## config.mk

```make
export PLATFORM = sky130hd
export DESIGN_NAME = directed_graph_cycle_check
export DESIGN_NICKNAME = d
export VERILOG_FILES = /design/src/sv/dgcc_pkg.sv /design/src/sv/dgcc_scan.sv /design/src/sv/dgcc_walk.sv /design/src/sv/directed_graph_cycle_check.sv
export SDC_FILE = /design/constraint.sdc
export NUM_CORES = 1
export LEC_CHECK = 0
export BUFFER_PORTS_ARGS = -buffer_cell sky130_fd_sc_hd__buf_2
export CAP_MARGIN = 10
export CORE_UTILIZATION = 45
export CTS_CLUSTER_DIAMETER = 120
export DETAILED_ROUTE_END_ITERATION = 7
export SKIP_CTS_REPAIR_TIMING = 1
export SYNTH_ARGS = -nofsm -noshare
export SYNTH_HDL_FRONTEND = slang
export SYNTH_SLANG_ARGS = --single-unit
```

## constraint.sdc

```tcl
create_clock -name i_clk -period 8.1 [get_ports i_clk]
set_clock_uncertainty 0.15 [all_clocks]
set_input_delay 1.215 -clock i_clk [delete_from_list [all_inputs] [get_ports i_clk]]
set_output_delay 1.215 -clock i_clk [all_outputs]
set_load 0.02 [all_outputs]
```

## src/sv/dgcc_pkg.sv

```systemverilog
// ----------------------------------------------------------------------------
// dgcc_pkg
// Shared constants and types for the directed graph cycle check block.
// ----------------------------------------------------------------------------
package dgcc_pkg;

    localparam int MAX_V = 16;
    localparam int VTX_W = $clog2(MAX_V);
    localparam int CNT_W = VTX_W + 1;
    localparam int CMD_W = 2;

    typedef logic [MAX_V-1:0] t_row;
    typedef logic [VTX_W-1:0] t_vtx;
    typedef logic [CNT_W-1:0] t_cnt;

    localparam logic [CMD_W-1:0] CMD_CLEAR = 2'd0;
    localparam logic [CMD_W-1:0] CMD_ADD   = 2'd1;
    localparam logic [CMD_W-1:0] CMD_QUERY = 2'd2;

    localparam t_cnt CNT_RESET = t_cnt'(MAX_V);

    // walk sequencer status toward the top level
    typedef struct packed {
        logic busy;
        logic done;
        logic cycle;
    } t_walk_stat;

endpackage

```

## src/sv/dgcc_scan.sv

```systemverilog
// ----------------------------------------------------------------------------
// dgcc_scan
// Next-edge finder: lowest set bit of an adjacency row at or above a start.
// ----------------------------------------------------------------------------
module dgcc_scan
    import dgcc_pkg::*;
(
    input  t_row i_row,
    input  t_cnt i_from,
    output logic o_found,
    output t_vtx o_index
);

    t_row w_rest;

    always_comb begin
        for (int i = 0; i < MAX_V; i++) begin
            w_rest[i] = i_row[i] && (t_cnt'(i) >= i_from);
        end
    end

    always_comb begin
        o_index = '0;
        for (int i = MAX_V - 1; i >= 0; i--) begin
            if (w_rest[i]) begin
                o_index = t_vtx'(i);
            end
        end
    end

    assign o_found = |w_rest;

endmodule

```

## src/sv/dgcc_walk.sv

```systemverilog
// ----------------------------------------------------------------------------
// dgcc_walk
// Depth-first walk sequencer with explicit stack and path/finished marks.
// ----------------------------------------------------------------------------
module dgcc_walk
    import dgcc_pkg::*;
(
    input  logic       i_clk,
    input  logic       i_rst_n,
    input  logic       i_start,
    input  logic       i_take,
    input  t_cnt       i_count,
    input  t_row       i_row,
    output t_vtx       o_row_addr,
    output t_walk_stat o_stat
);

    typedef enum logic [1:0] {
        S_IDLE,
        S_START,
        S_STEP,
        S_DONE
    } t_state;

    t_state r_state, n_state;
    t_row   r_on_path, n_on_path;
    t_row   r_fin, n_fin;
    t_cnt   r_depth, n_depth;
    t_cnt   r_start, n_start;
    logic   r_cycle, n_cycle;

    t_vtx   r_stk_v [MAX_V];
    t_cnt   r_stk_s [MAX_V];

    t_vtx   w_top;
    t_vtx   w_v;
    t_cnt   w_s;
    logic   w_found;
    t_vtx   w_w;

    logic   w_push;
    t_vtx   w_push_at;
    t_vtx   w_push_v;
    logic   w_scan_wr;

    assign w_top      = r_depth[VTX_W-1:0] - t_vtx'(1);
    assign w_v        = r_stk_v[w_top];
    assign w_s        = r_stk_s[w_top];
    assign o_row_addr = w_v;

    dgcc_scan u_scan (
        .i_row   (i_row),
        .i_from  (w_s),
        .o_found (w_found),
        .o_index (w_w)
    );

    always_comb begin
        n_state   = r_state;
        n_on_path = r_on_path;
        n_fin     = r_fin;
        n_depth   = r_depth;
        n_start   = r_start;
        n_cycle   = r_cycle;
        w_push    = 1'b0;
        w_push_at = '0;
        w_push_v  = '0;
        w_scan_wr = 1'b0;
        unique case (r_state)
            S_IDLE: begin
                if (i_start) begin
                    n_on_path = '0;
                    n_fin     = '0;
                    n_start   = '0;
                    n_depth   = '0;
                    n_state   = S_START;
                end
            end
            S_START: begin
                if (r_start >= i_count) begin
                    n_cycle = 1'b0;
                    n_state = S_DONE;
                end else if (r_fin[r_start[VTX_W-1:0]]) begin
                    n_start = r_start + t_cnt'(1);
                end else begin
                    w_push    = 1'b1;
                    w_push_at = '0;
                    w_push_v  = r_start[VTX_W-1:0];
                    n_on_path[r_start[VTX_W-1:0]] = 1'b1;
                    n_depth   = t_cnt'(1);
                    n_state   = S_STEP;
                end
            end
            S_STEP: begin
                if (!w_found) begin
                    // row exhausted: retire vertex, pop
                    n_on_path[w_v] = 1'b0;
                    n_fin[w_v]     = 1'b1;
                    n_depth        = r_depth - t_cnt'(1);
                    if (r_depth == t_cnt'(1)) begin
                        n_state = S_START;
                    end
                end else begin
                    w_scan_wr = 1'b1;
                    if (r_on_path[w_w]) begin
                        n_cycle = 1'b1;
                        n_state = S_DONE;
                    end else if (!r_fin[w_w] && r_depth < t_cnt'(MAX_V)) begin
                        w_push         = 1'b1;
                        w_push_at      = r_depth[VTX_W-1:0];
                        w_push_v       = w_w;
                        n_on_path[w_w] = 1'b1;
                        n_depth        = r_depth + t_cnt'(1);
                    end
                end
            end
            S_DONE: begin
                if (i_take) begin
                    n_state = S_IDLE;
                end
            end
            default: n_state = S_IDLE;
        endcase
    end

    always_ff @(posedge i_clk) begin
        if (!i_rst_n) begin
            r_state   <= S_IDLE;
            r_on_path <= '0;
            r_fin     <= '0;
            r_depth   <= '0;
            r_start   <= '0;
            r_cycle   <= 1'b0;
        end else begin
            r_state   <= n_state;
            r_on_path <= n_on_path;
            r_fin     <= n_fin;
            r_depth   <= n_depth;
            r_start   <= n_start;
            r_cycle   <= n_cycle;
        end
    end

    // stack entries need no reset: always pushed before read
    always_ff @(posedge i_clk) begin
        if (w_scan_wr) begin
            r_stk_s[w_top] <= t_cnt'(w_w) + t_cnt'(1);
        end
        if (w_push) begin
            r_stk_v[w_push_at] <= w_push_v;
            r_stk_s[w_push_at] <= '0;
        end
    end

    assign o_stat.busy  = (r_state != S_IDLE);
    assign o_stat.done  = (r_state == S_DONE);
    assign o_stat.cycle = r_cycle;

    a_depth_max: assert property (@(posedge i_clk) disable iff (!i_rst_n)
        r_depth <= t_cnt'(MAX_V))
        else $error("walk stack depth above limit");

    a_step_depth: assert property (@(posedge i_clk) disable iff (!i_rst_n)
        r_state == S_STEP |-> r_depth != '0)
        else $error("step with empty stack");

    a_marks_disjoint: assert property (@(posedge i_clk) disable iff (!i_rst_n)
        (r_on_path & r_fin) == '0)
        else $error("vertex both on path and finished");

    a_path_count: assert property (@(posedge i_clk) disable iff (!i_rst_n)
        r_state == S_STEP |-> $countones(r_on_path) == int'(r_depth))
        else $error("path marks disagree with stack depth");

    a_start_seq: assert property (@(posedge i_clk) disable iff (!i_rst_n)
        r_state == S_IDLE && i_start |=> r_state == S_START)
        else $error("query did not begin walk");

endmodule

```

## src/sv/directed_graph_cycle_check.sv

```systemverilog
// ----------------------------------------------------------------------------
// directed_graph_cycle_check
// Adjacency matrix store with a depth-first cycle search on query.
// ----------------------------------------------------------------------------
// Clear and add-edge beats give no result. A query beat runs a marked
// depth-first walk through the stored 16x16 adjacency matrix, one row scan
// per cycle in a single next-edge finder, and the input is not ready until
// the walk ends; the walk stops early when a cycle is found. The result
// beat sits in an output register, so further beats are taken while it
// waits. Edges naming a vertex at or beyond the count are dropped; a count
// above 16 acts as 16.
module directed_graph_cycle_check
    import dgcc_pkg::*;
(
    input  logic             i_clk,
    input  logic             i_rst_n,
    input  logic             i_cfg_wr_en,
    input  logic [CNT_W-1:0] i_cfg_wr_data,
    input  logic             i_in_valid,
    output logic             o_in_ready,
    input  logic [CMD_W-1:0] i_command,
    input  logic [VTX_W-1:0] i_from_vertex,
    input  logic [VTX_W-1:0] i_to_vertex,
    output logic             o_out_valid,
    input  logic             i_out_ready,
    output logic             o_has_cycle
);

    t_cnt       r_vcount;
    t_row       r_adj [MAX_V];
    logic       r_out_valid;
    logic       r_has_cycle;

    t_cnt       w_n;
    t_row       w_keep;
    t_vtx       w_row_addr;
    t_row       w_row;
    t_walk_stat w_stat;
    logic       w_acc;
    logic       w_take;
    logic       w_add;

    assign w_n = (r_vcount > t_cnt'(MAX_V)) ? t_cnt'(MAX_V) : r_vcount;

    always_comb begin
        for (int i = 0; i < MAX_V; i++) begin
            w_keep[i] = t_cnt'(i) < w_n;
        end
    end

    assign w_row  = r_adj[w_row_addr] & w_keep;
    assign w_acc  = i_in_valid && o_in_ready;
    assign w_take = w_stat.done && (!r_out_valid || i_out_ready);
    assign w_add  = w_acc && (i_command == CMD_ADD)
                    && (t_cnt'(i_from_vertex) < w_n) && (t_cnt'(i_to_vertex) < w_n);

    dgcc_walk u_walk (
        .i_clk      (i_clk),
        .i_rst_n    (i_rst_n),
        .i_start    (w_acc && (i_command == CMD_QUERY)),
        .i_take     (w_take),
        .i_count    (w_n),
        .i_row      (w_row),
        .o_row_addr (w_row_addr),
        .o_stat     (w_stat)
    );

    always_ff @(posedge i_clk) begin
        if (!i_rst_n) begin
            r_vcount <= CNT_RESET;
        end else if (i_cfg_wr_en) begin
            r_vcount <= i_cfg_wr_data;
        end
    end

    always_ff @(posedge i_clk) begin
        if (!i_rst_n) begin
            for (int i = 0; i < MAX_V; i++) begin
                r_adj[i] <= '0;
            end
        end else if (w_acc && (i_command == CMD_CLEAR)) begin
            for (int i = 0; i < MAX_V; i++) begin
                r_adj[i] <= '0;
            end
        end else if (w_add) begin
            r_adj[i_from_vertex][i_to_vertex] <= 1'b1;
        end
    end

    always_ff @(posedge i_clk) begin
        if (!i_rst_n) begin
            r_out_valid <= 1'b0;
        end else if (w_take) begin
            r_out_valid <= 1'b1;
        end else if (i_out_ready) begin
            r_out_valid <= 1'b0;
        end
    end

    always_ff @(posedge i_clk) begin
        if (w_take) begin
            r_has_cycle <= w_stat.cycle;
        end
    end

    assign o_in_ready  = !w_stat.busy;
    assign o_out_valid = r_out_valid;
    assign o_has_cycle = r_has_cycle;

endmodule

```

==> results of run 1 <==
## stage by stage
stage          hold WS (ns)  setup slack (ns)  power, mW  area (µm²)  cells
2_1_floorplan         0.259              1.20       4.99       21300   2103
3_3_place_gp          0.297             0.611       6.27       22000   2624
3_5_place_dp          0.284             0.404       6.28       22000   2624
4_1_cts               0.309             0.378       8.56       23700   2714
5_1_grt               0.312             0.155       8.91       23700   2715
6_report              0.304             0.487       8.60       23700   2716
## final timing paths
kind | start | end | slack [ns] | cells after the start
setup / recovery | u_walk.r_depth[1] | u_walk.r_stk_v[11][2] | 0.49 | 19
hold / removal | u_walk.r_cycle | o_has_cycle | 0.30 | 0
setup reg to reg | u_walk.r_depth[1] | u_walk.r_stk_v[11][2] | 0.49 | 19
hold reg to reg | u_walk.r_cycle | o_has_cycle | 0.30 | 0
## cells by family after synthesis
| kind of cell | after synthesis | share of synthesized area |
|---|---|---|
| mux | 180 | 0.113 |
| flops | 452 | 0.456 |
| buf+inv | 192 | 0.0399 |
| compound gates | 591 | 0.220 |
| fa+ha+maj | 29 | 0.0171 |
| simple gates | 651 | 0.149 |
| xor+xnor | 8 | 0.00453 |
## layout by cell type, fill, tap and decap left out, types with 12 or more instances in the layout
cell type and n:
nand3_1 82, mux2i_1 117, a21oi_1 77, nand2_1 231, ha_1 29, nor4_4 14
nor3_1 13, o21ai_0 40, a211oi_1 58, o31ai_1 14, inv_1 19, a22o_1 259
buf_4 56, dfxtp_1 386, clkbuf_16 49, and2_1 29, a21o_1 14, a32oi_1 14
edfxtp_1 65, nand2b_1 13, mux4_2 47, clkbuf_8 12, buf_2 22, a31oi_1 14
nor2_1 181, nand4_1 13
## per-layer routing
metal / track usage / routed length (µm)
met5: 0 / 0
met4: 0.0808 / 1440
met3: 0.0457 / 5270
met2: 0.440 / 30800
met1: 0.400 / 30400
## cell type report
type                    instances  area, µm²  share of cell area
diodes                          1       2.50            0.000106
clock buffers                  69       1410              0.0596
clock inverters                21        243              0.0102
inverters                      22       82.6             0.00349
multi-input cells            1459      10800               0.457
flip-flops and latches        452       9700               0.409
well taps                     607        759              0.0321
repair buffers                 85        664              0.0280
## state kept, by name, summed over array words and instances, names as in the netlist
| register | flops |
|---|---|
| o_has_cycle | 1 |
| o_out_valid | 1 |
| r_adj | 256 |
| r_vcount | 5 |
| u_walk.r_cycle | 1 |
| u_walk.r_depth | 5 |
| u_walk.r_fin | 16 |
| u_walk.r_on_path | 16 |
| u_walk.r_start | 5 |
| u_walk.r_state | 2 |
| u_walk.r_stk_s | 80 |
| u_walk.r_stk_v | 64 |
## synthesized netlist by cell type (13+ instances only)
library cell,number
dfxtp_1,387
a22o_1,259
nand2_1,232
nor2_1,184
mux2i_1,119
clkbuf_1,97
nand3_1,82
a21oi_1,78
edfxtp_1,65
a211oi_1,58
mux4_2,47
o21ai_0,40
buf_2,34
and2_1,29
ha_1,29
buf_1,21
nor3_1,20
inv_1,19
a21o_1,14
a31oi_1,14
a32oi_1,14
nor4_4,14
o31ai_1,14
buf_4,13
nand2b_1,13
nand4_1,13
## report_power, final
part	internal [mW]	switching [mW]
combinational	1.07	2.83
clock	1.35	0.951
sequential	2.35	0.0555
==> results.md, run 1 <==
- Flip-flop and latch count after synthesis: 452
- Fmax: 131 MHz
- DP Wirelength: about 45000 µm
- Remaining Overflow, GRT: 0
- Top cell type's share of synthesized area: 0.364
- Die Span X: roughly 220 µm
- All-Layer GR Usage: 0.282
- Slew Limit Fails: 0
- Unrepaired setup endpoints after global routing: no
- Most used flip-flop cell after synthesis: dfxtp_1
- Number of CTS-inserted buffers: between 40 and 50
- Crit path required time: 8.26 ns
- Mean post-synth cell area: slightly above 10 µm²
- Global-route wire length before repair: slightly above 100000 µm
- Area Growth Syn to Fin: 11.4%
- Least-Margin Pin Slew: roughly 1.3 ns
- Crit. End Element: flop
- Final setup TNS: 0 ns
- Filler cell count: roughly 4200
- Max_slew headroom: 0.159
- Routability cong.: around 0.95
- Top delay family on crit path: multiplexers
- Critical path class: reg2reg
- Leak Pwr: approximately 8.6 nW
- Final setup viols: 0
- Post-DRT Antenna Nets: 0
- Synth unique cells: 91
- Clock sinks: about 450
- Clock latency at the later pin of the worst-skew pair: roughly 0.60 ns
- Htree depth: 2
- Min Clock Period, post-route: 7.61 ns
- Vias in the first global route: between 15000 and 20000
- PortBufs: 22
- Top Ports: 23
- CTS tree: yes
- Routed wire length: ~68000 µm
- CP Launch Type: flop
- Core area: 0.0466 mm²
- CP max-delay cell: mux2_2
- Cell Area, Synth: 0.0213 mm²
- Clk root buf: clkbuf_16
- Largest net degree at the start of global routing: 253
- Final Hold Violating Endpoints: 0
- Worst min-delay path class: reg2reg
- Status: finished, final reports clean
- Worst-path fanout max: 36
- Via density: 6.34
- Row count: between 70 and 80
- Final core occ: 0.509
- Critical-path cell list: inv_1 > ha_1 > buf_12 > mux4_2 > mux2i_1 > mux2_2 > nand2_1 > a21oi_1 > a2111oi_0 > buf_4 > or2_2 > a2111o_1 > nand2_4 > mux2_2 > a2111oi_4 > nand4_1 > buf_4 > o31ai_1 > and2_1
- Maxcap violations: 0
- Post-synth EDFFs: between 60 and 70
- Clock slew at reported path FFs: about 0.060 ns
- Async SR Flop Fraction: 0
- Total vias in the final route: between 15000 and 20000
- Floorplan die height: 219 µm
- CTS Buffer Depth: 3
- Layout cell share with drive strength beyond 1: 0.135
- Mapped Cells: roughly 2100
- Drt first pass iters: 6
- Synthesis Warnings: 0
- Peak VDD IR: 0.403 mV
- Antenna violations before repair: 0
- Routed len/inst: approximately 25 µm
- Initial detailed-routing violation count: 1988
- Sequential fraction of the synthesis area: 0.456
- Die Area: about 0.048 mm²
- Pwr per Cell Area: roughly 360 mW/mm²
- Largest cells by area after synthesis: dfxtp_1 (36%), a22o_1 (11%), edfxtp_1 (9.2%)
- Worst endpoint data arrival time: 7.77 ns
- Starting density of the core: 0.457
- Layout Nets: about 2100
- Crit share post-route: 0.940
- Synth area leader: dfxtp_1
- Max stage delay on crit path: roughly 0.65 ns
- Post-route DRC: 0
- Syn nets: around 2200
- CP bufs+invs: 4
Note: power is estimated with default switching activity, not from simulation.
==> run 2, diff against run 1 <==
--- a/config.mk
+++ b/config.mk
@@ -9,7 +9,9 @@
 export CAP_MARGIN = 10
 export CORE_UTILIZATION = 45
 export CTS_CLUSTER_DIAMETER = 120
+export CTS_CLUSTER_SIZE = 40
 export DETAILED_ROUTE_END_ITERATION = 7
+export PLACE_DENSITY = 0.65
 export SKIP_CTS_REPAIR_TIMING = 1
 export SYNTH_ARGS = -nofsm -noshare
 export SYNTH_HDL_FRONTEND = slang
==> run 2 against run 1 <==
  * Via count shrank 0.66%
  * Register-to-register slack lost 0.13 ns
  * Sequential share of layout area grew 2.4 points
  * Clock power shrank 53%
  * Combinational power shrank 1%
  * Flip-flop and latch count is the same
  * Total power shrank 15%
  * Die area is the same
==> results.md, run 2 (synthesis gave the netlist of run 1 again) <==
- Slew Limit Fails: 0 (unchanged)
- CTS Buffer Depth: 3 (unchanged)
- Layout cell share with drive strength beyond 1: 0.105 (was 0.135)
- Row count: 79 (unchanged)
- Antenna violations before repair: 1 (was 0)
- Post-route DRC: 0 (unchanged)
- Worst-path fanout max: 36 (unchanged)
- Global-route wire length before repair: 101000 µm (was 103000 µm)
- Sequential cell area: 0.00970 mm² (unchanged)
- Total vias in the final route: 17100 (was 17200)
- Post-DRT Antenna Nets: 0 (unchanged)
- Multi-input logic area: 0.0108 mm² (about the same)
- CTS tree: yes (unchanged)
- Routed wire length: 65700 µm (was 67900 µm)
- Critical-path cell list: inv_1 > ha_1 > buf_12 > mux4_2 > mux2i_1 > mux2i_4 > buf_4 > mux2i_1 > mux4_2 > nor2_1 > o2111ai_1 > nand2_1 > a2111o_1 > nand2_4 > mux2_2 > a2111oi_4 > nand4_1 > buf_4 > o31ai_1 > and2_1 (was inv_1 > ha_1 > buf_12 > mux4_2 > mux2i_1 > mux2_2 > nand2_1 > a21oi_1 > a2111oi_0 > buf_4 > or2_2 > a2111o_1 > nand2_4 > mux2_2 > a2111oi_4 > nand4_1 > buf_4 > o31ai_1 > and2_1)
- Crit path required time: 8.23 ns (was 8.26 ns)
- Fmax: 129 MHz (was 131 MHz)
- Gr busiest metal: met2 (unchanged)
- Placed cell count: 2616 (was 2624)
- Floorplan die height: 219 µm (unchanged)
- Crit. End Element: flop (unchanged)
- Finished Layout Cells: 2640 (was 2716)
- Die Area: 0.0481 mm² (unchanged)
- Most frequent cells in the layout: dfxtp_1 (386), a22o_1 (259), nand2_1 (231) (unchanged)
- Final setup viols: 0 (unchanged)
- Max_slew headroom: 0.168 (was 0.159)
- Core area: 0.0466 mm² (unchanged)
- Routability cong.: 0.954 (was 0.955)
- All-Layer GR Usage: 0.273 (was 0.282)
- Leak Pwr: 7.94 nW (was 8.58 nW)
- Final setup margin: 0.360 ns (was 0.487 ns)
- Crit share post-route: 0.956 (was 0.940)
- Via density: 6.48 (was 6.34)
- Drt first pass iters: 6 (unchanged)
- Critical path class: reg2reg (unchanged)
- Filler cell count: 4255 (was 4249)
- PortBufs: 22 (unchanged)
- CP Launch Type: flop (unchanged)
- Cell area after layout: 0.0224 mm² (was 0.0237 mm²)
- Layout Nets: 2076 (was 2118)
- Least-Margin Pin Slew: 1.24 ns (was 1.26 ns)
- Peak VDD IR: 0.382 mV (was 0.403 mV)
- Number of CTS-inserted buffers: 15 (was 49)
- Clk root buf: clkbuf_16 (unchanged)
- Top Ports: 23 (unchanged)
- Vias in the first global route: 16200 (was 16300)
- Remaining Overflow, GRT: 0 (unchanged)
- Clock latency at the later pin of the worst-skew pair: 0.57 ns (was 0.60 ns)
- Pwr per Cell Area: 327 mW/mm² (was 363 mW/mm²)
- Die Span X: 219 µm (unchanged)
- Clock sinks: 452 (unchanged)
- Most flops, register: r_adj (unchanged)
- Starting density of the core: 0.457 (unchanged)
- Placed cell area: 0.0219 mm² (was 0.0220 mm²)
- Routed len/inst: 24.9 µm (was 25.0 µm)
- Worst min-delay path class: reg2reg (unchanged)
- CP bufs+invs: 4 (unchanged)
- Max reg flops: 256 (unchanged)
- Met2 Track Usage GR: 0.433 (was 0.440)
- CP max-delay cell: dfxtp_1 (was mux2_2)
- Final Hold Violating Endpoints: 0 (unchanged)
- Pwr Total: 7.33 mW (was 8.60 mW)
- Met1 usage: 0.387 (was 0.400)
- Most common cell after layout, fill and taps aside: dfxtp_1 (unchanged)
- Area Growth Syn to Fin: 5.30% (was 11.4%)
- Pre-CTS WS: 0.479 ns (was 0.404 ns)
- Final setup TNS: 0 ns (unchanged)
- Top delay family on crit path: multiplexers (unchanged)
- Maxcap violations: 0 (unchanged)
- Biggest regs: r_adj x256, u_walk.r_stk_s x80, u_walk.r_stk_v x64 (unchanged)
- Max stage delay on crit path: 0.59 ns (was 0.65 ns)
- Largest net degree at the start of global routing: 257 (was 253)
- DP Wirelength: 44500 µm (was 45300 µm)
- Min Clock Period, post-route: 7.74 ns (was 7.61 ns)
- Htree depth: 1 (was 2)
- Unrepaired setup endpoints after global routing: no (unchanged)
- Initial detailed-routing violation count: 1852 (was 1988)
- Status: finished, final reports clean (unchanged)
- Clock slew at reported path FFs: 0.15 ns (was 0.06 ns)
- Met3 GRT Util: 0.0387 (was 0.0457)
- Worst endpoint data arrival time: 7.87 ns (was 7.77 ns)
==> run 2: final timing paths <==
path                                   startpoint                    to  slack [ns]  depth (start not counted)
worst max-delay path            u_walk.r_depth[1]  u_walk.r_stk_v[3][2]        0.36                         20
worst min-delay path               u_walk.r_cycle           o_has_cycle        0.31                          0
worst max register to register  u_walk.r_depth[1]  u_walk.r_stk_v[3][2]        0.36                         20
worst min register to register     u_walk.r_cycle           o_has_cycle        0.31                          0
==> run 2: layer usage <==
layer / up-vias / routed length, µm
met5: - / 0
met4: 0 / 1620
met3: 99 / 4970
met2: 811 / 29600
met1: 8476 / 29400
li1: 7718 / -
==> run 2: worst register-to-register path, stage by stage, from the launching register on <==
cell and delay (ns):
dfxtp_1 0.59, inv_1 0.19, ha_1 0.40, buf_12 0.26
mux4_2 0.33, mux2i_1 0.16, mux2i_4 0.56, buf_4 0.55
mux2i_1 0.28, mux4_2 0.27, nor2_1 0.11, o2111ai_1 0.47
nand2_1 0.26, a2111o_1 0.55, nand2_4 0.20, mux2_2 0.39
a2111oi_4 0.43, nand4_1 0.14, buf_4 0.30, o31ai_1 0.30
and2_1 0.57
==> run 2: report_power, final <==
group / internal, mW / leakage [nW] / switching (mW)
combinational: 1.06 / 4.12 / 2.79
sequential: 2.35 / 3.60 / 0.0561
clock: 0.367 / 0.212 / 0.705
total: 3.78 / 7.94 / 3.55
==> run 2: stage by stage <==
step | hold WS (ns) | utilization
floorplan | 0.259 | -
global placement | 0.277 | 0.471
detailed placement | 0.273 | 0.471
CTS | 0.314 | 0.481
global route | 0.322 | 0.481
finish | 0.310 | 0.481
==> run 2: final cells by class <==
cell class,instances,share of cell area
clock buffers,20,0.0180
clock inverters,2,0.00156
flip-flops and latches,452,0.433
repair buffers,77,0.0261
diodes,1,0.000112
well taps,607,0.0339
multi-input cells,1459,0.483
inverters,22,0.00369
==> run 3, diff against run 2 <==
--- a/config.mk
+++ b/config.mk
@@ -5,7 +5,8 @@
 export SDC_FILE = /design/constraint.sdc
 export NUM_CORES = 1
 export LEC_CHECK = 0
-export BUFFER_PORTS_ARGS = -buffer_cell sky130_fd_sc_hd__buf_2
+export ABC_AREA = 1
+export BUFFER_PORTS_ARGS = -buffer_cell sky130_fd_sc_hd__buf_4
 export CAP_MARGIN = 10
 export CORE_UTILIZATION = 45
 export CTS_CLUSTER_DIAMETER = 120
==> run 3 against run 2 <==
  * Design area decreased by 0.98%
  * Utilization shrank 0.57 points
  * Via count is 13% higher
  * Worst hold slack better by 0.0052 ns
  * Count of clock-buffer cells in the layout did not move
  * First-iteration DRC count rose by 8.4%
  * Synthesized area is 0.22% higher
  * Non-clock buffer count shrank 29
  * Sequential power shrank 2%
  * Flip-flop and latch count is the same
  * Critical endpoint is now u_walk.r_on_path[8]
  * Largest cell class is now flip-flops and latches
  * Largest power group unchanged
  * Highest routed layer unchanged
==> results.md, run 3 <==
- Via density: 5.71 (was 6.48)
- Unrepaired setup endpoints after global routing: no (unchanged)
- Final setup TNS: 0 ns (unchanged)
- Synth unique cells: 51 (was 91)
- Filler cell count: 4715 (was 4255)
- Fmax: 135 MHz (was 129 MHz)
- Crit path required time: 8.36 ns (was 8.23 ns)
- Routed wire length: 65600 µm (was 65700 µm)
- CP max-delay cell: dfxtp_2 (was dfxtp_1)
- Synthesis Warnings: 0 (unchanged)
- Total vias in the final route: 19400 (was 17100)
- R2r setup slk: 0.69 ns (was 0.36 ns)
- Top-count cell post-synth: nand2_1 (was dfxtp_1)
- Peak VDD IR: 0.272 mV (was 0.382 mV)
- R2R cell count: 26 (was 20)
- Layout Nets: 2830 (was 2076)
- Clock latency at the later pin of the worst-skew pair: 0.58 ns (was 0.57 ns)
- Pwr Total: 5.98 mW (was 7.33 mW)
- Final Hold Violating Endpoints: 0 (unchanged)
- Crit path depth: 26 (was 20)
- Maxcap violations: 0 (unchanged)
- Sequential fraction of the synthesis area: 0.455 (was 0.456)
- Flip-flop and latch count after synthesis: 452 (unchanged)
- Max stage delay on crit path: 0.68 ns (was 0.59 ns)
- Largest cells by area after synthesis: dfxtp_1 (36%), nand2_1 (10%), o22ai_1 (10%) (was dfxtp_1 (36%), a22o_1 (11%), edfxtp_1 (9.2%))
- Pwr per Cell Area: 270 mW/mm² (was 327 mW/mm²)
- Layout cell share with drive strength beyond 1: 0.0513 (was 0.105)
- CP Launch Type: flop (unchanged)
- Biggest regs: r_adj x256, u_walk.r_stk_s x80, u_walk.r_stk_v x64 (unchanged)
- Clock slew at reported path FFs: 0.13 ns (was 0.15 ns)
- Top cell by count, worst path: nand2_1
- DP Wirelength: 42700 µm (was 44500 µm)
- Least-Margin Pin Slew: 1.35 ns (was 1.24 ns)
- Die Area: 0.0482 mm² (was 0.0481 mm²)
- Mapped Cells: 2871 (was 2103)
- Antenna violations before repair: 0 (was 1)
- CTS tree: yes (unchanged)
- Top delay family on crit path: simple AND/OR/NAND/NOR gates (was multiplexers)
- Leak Pwr: 8.39 nW (was 7.94 nW)
- Vias in the first global route: 17800 (was 16200)
- Hold_sp: u_walk.r_cycle (unchanged)
- Starting density of the core: 0.457 (about the same)
- Most used flip-flop cell after synthesis: dfxtp_1 (unchanged)
- Min Clock Period, post-route: 7.41 ns (was 7.74 ns)
- Ant. Diodes: 0 (was 1)
- Area Growth Syn to Fin: 4.03% (was 5.30%)
- Top Ports: 23 (unchanged)
- Fin Hold WS: 0.315 ns (was 0.310 ns)
- CTS Buffer Depth: 3 (unchanged)
- All-Layer GR Usage: 0.271 (was 0.273)
- Critical path class: reg2reg (unchanged)
- Number of CTS-inserted buffers: 15 (unchanged)
- Final core occ: 0.475 (was 0.481)
- CP bufs+invs: 7 (was 4)
- Max_slew headroom: 0.102 (was 0.168)
- Drt first pass iters: 6 (unchanged)
- Multi-input logic area: 0.00908 mm² (was 0.0108 mm²)
- Crit. End Element: flop (unchanged)
- Die Span X: 220 µm (was 219 µm)
- Crit share post-route: 0.915 (was 0.956)
- Worst endpoint data arrival time: 7.67 ns (was 7.87 ns)
- Most common cell after layout, fill and taps aside: nand2_1 (was dfxtp_1)
- Row count: 79 (unchanged)
- Worst min-delay path class: reg2reg (unchanged)
- Core area: 0.0467 mm² (was 0.0466 mm²)
- Worst flop-to-flop path endpoint: u_walk.r_on_path[8] (was u_walk.r_stk_v[3][2])
- Mean post-synth cell area: 7.42 µm² (was 10.1 µm²)
- Synth top cells by count: nand2_1 (571), inv_1 (454), dfxtp_1 (387) (was dfxtp_1 (387), a22o_1 (259), nand2_1 (232))
- Routability cong.: 0.923 (was 0.954)
- Routed len/inst: 19.3 µm (was 24.9 µm)
- Initial detailed-routing violation count: 2008 (was 1852)
- Largest net degree at the start of global routing: 257 (unchanged)
- Worst-path fanout max: 26 (was 36)
- Clk root buf: clkbuf_16 (unchanged)
- Setup crit start: u_walk.r_depth[0] (was u_walk.r_depth[1])
- Htree depth: 1 (unchanged)
- Remaining Overflow, GRT: 0 (unchanged)
- Syn nets: 2920 (was 2152)
- Sequential cell area: 0.00970 mm² (unchanged)
- Top cell type's share of synthesized area: 0.363 (was 0.364)
- Cell Area, Synth: 0.0213 mm² (about the same)
- Final setup viols: 0 (unchanged)
- PortBufs: 22 (unchanged)
- Async SR Flop Fraction: 0 (unchanged)
- Placed cell area: 0.0217 mm² (was 0.0219 mm²)
- Hold Path End: o_has_cycle (unchanged)
- Global-route wire length before repair: 103000 µm (was 101000 µm)
- Floorplan die height: 220 µm (was 219 µm)
- Synth area leader: dfxtp_1 (unchanged)
- R2R Path Start: u_walk.r_depth[0] (was u_walk.r_depth[1])
- Max reg flops: 256 (unchanged)
- Post-DRT Antenna Nets: 0 (unchanged)
- Post-synth EDFFs: 65 (unchanged)
- Clock sinks: 452 (unchanged)
- Most flops, register: r_adj (unchanged)
- Most frequent cells in the layout: nand2_1 (571), inv_1 (454), dfxtp_1 (386) (was dfxtp_1 (386), a22o_1 (259), nand2_1 (231))
- Status: finished, final reports clean (unchanged)
- Slew Limit Fails: 0 (unchanged)
- WHS Path Cells: 0 (unchanged)
- Cell area after layout: 0.0222 mm² (was 0.0224 mm²)
- Post-route DRC: 0 (unchanged)
## run 3: changes by cell type after synthesis, moves of 17 or more
| cell | change |
|---|---|
| a21oi_1 | +54 |
| mux2i_1 | -119 |
| inv_1 | +435 |
| and2_1 | -25 |
| o21ai_1 | +17 |
| o22ai_1 | +331 |
| a22o_1 | -258 |
| nand2_1 | +339 |
| nor2_1 | +17 |
| mux4_2 | -47 |
| a211oi_1 | -51 |
| o21ai_0 | +170 |
| nand3_1 | +63 |
## run 3: through the flow
step	cells	worst slack, ns
after detailed placement	3371	0.612
after floorplan	2871	2.68
after global placement	3371	0.783
final	3394	0.691
after global routing	3394	0.0337
after CTS	3394	0.603
## run 3: metal layers
layer / part of all wire / up-vias / track usage
met5: 0 / - / 0
li1: - / 9324 / -
met3: 0.072 / 96 / 0.0237
met2: 0.45 / 760 / 0.429
met4: 0.025 / 0 / 0.0694
met1: 0.46 / 9191 / 0.395
## run 3: where the power goes
group / total (mW) / switching, mW / internal, mW
registers: 2.37 / 0.0471 / 2.32
logic: 2.52 / 1.94 / 0.587
clock network: 1.09 / 0.697 / 0.395
total: 5.98 / 2.68 / 3.30
## run 3: cell families (layout without fill, tap and decap cells)
group                      Yosys count  after routing  share of synthesized area
buffers and inverters              629            545                      0.120
adders and majority gates           29             29                     0.0170
AOI/OAI and AO/OA                  750            750                      0.203
xor gates and xnor gates             4              4                    0.00164
DFF                                452            452                      0.455
and+or+nand+nor                   1007           1007                      0.203
## run 3: worst max-delay path by stage
stage / endpoint / slack, ns
global placement: u_walk.r_stk_v[8][3] / 0.78
global route: u_walk.r_depth[3] / 0.03
floorplan: u_walk.r_stk_s[0][2] / 2.68
finish: u_walk.r_on_path[8] / 0.69
CTS: u_walk.r_stk_v[8][1] / 0.60
detailed placement: u_walk.r_stk_v[8][3] / 0.61
## run 3: cell type report
| cell class | instances | share of cell area |
|---|---|---|
| clock buffer | 20 | 0.0196 |
| clock inverter | 3 | 0.00164 |
| inverter | 474 | 0.0807 |
| multi-input combinational | 1790 | 0.410 |
| sequential | 452 | 0.437 |
| tap | 607 | 0.0342 |
| timing repair buffer | 48 | 0.0168 |
## run 3: worst reg2reg max path, stage by stage, from the launching register on
cell	delay (ns)
dfxtp_2	0.68
inv_2	0.14
ha_1	0.36
inv_2	0.39
nand3_1	0.14
nand3_1	0.14
nand3_2	0.27
nand2_4	0.16
inv_2	0.08
nand2_2	0.52
buf_4	0.35
o22ai_1	0.09
o21ai_0	0.27
nand4_1	0.31
nand4_4	0.31
nand2_2	0.11
nor2_2	0.16
nand2_2	0.09
inv_1	0.06
nand2_1	0.12
inv_1	0.55
nor2_1	0.13
buf_4	0.21
nand2_1	0.55
nand2_1	0.66
nand2_1	0.21
a21oi_1	0.08
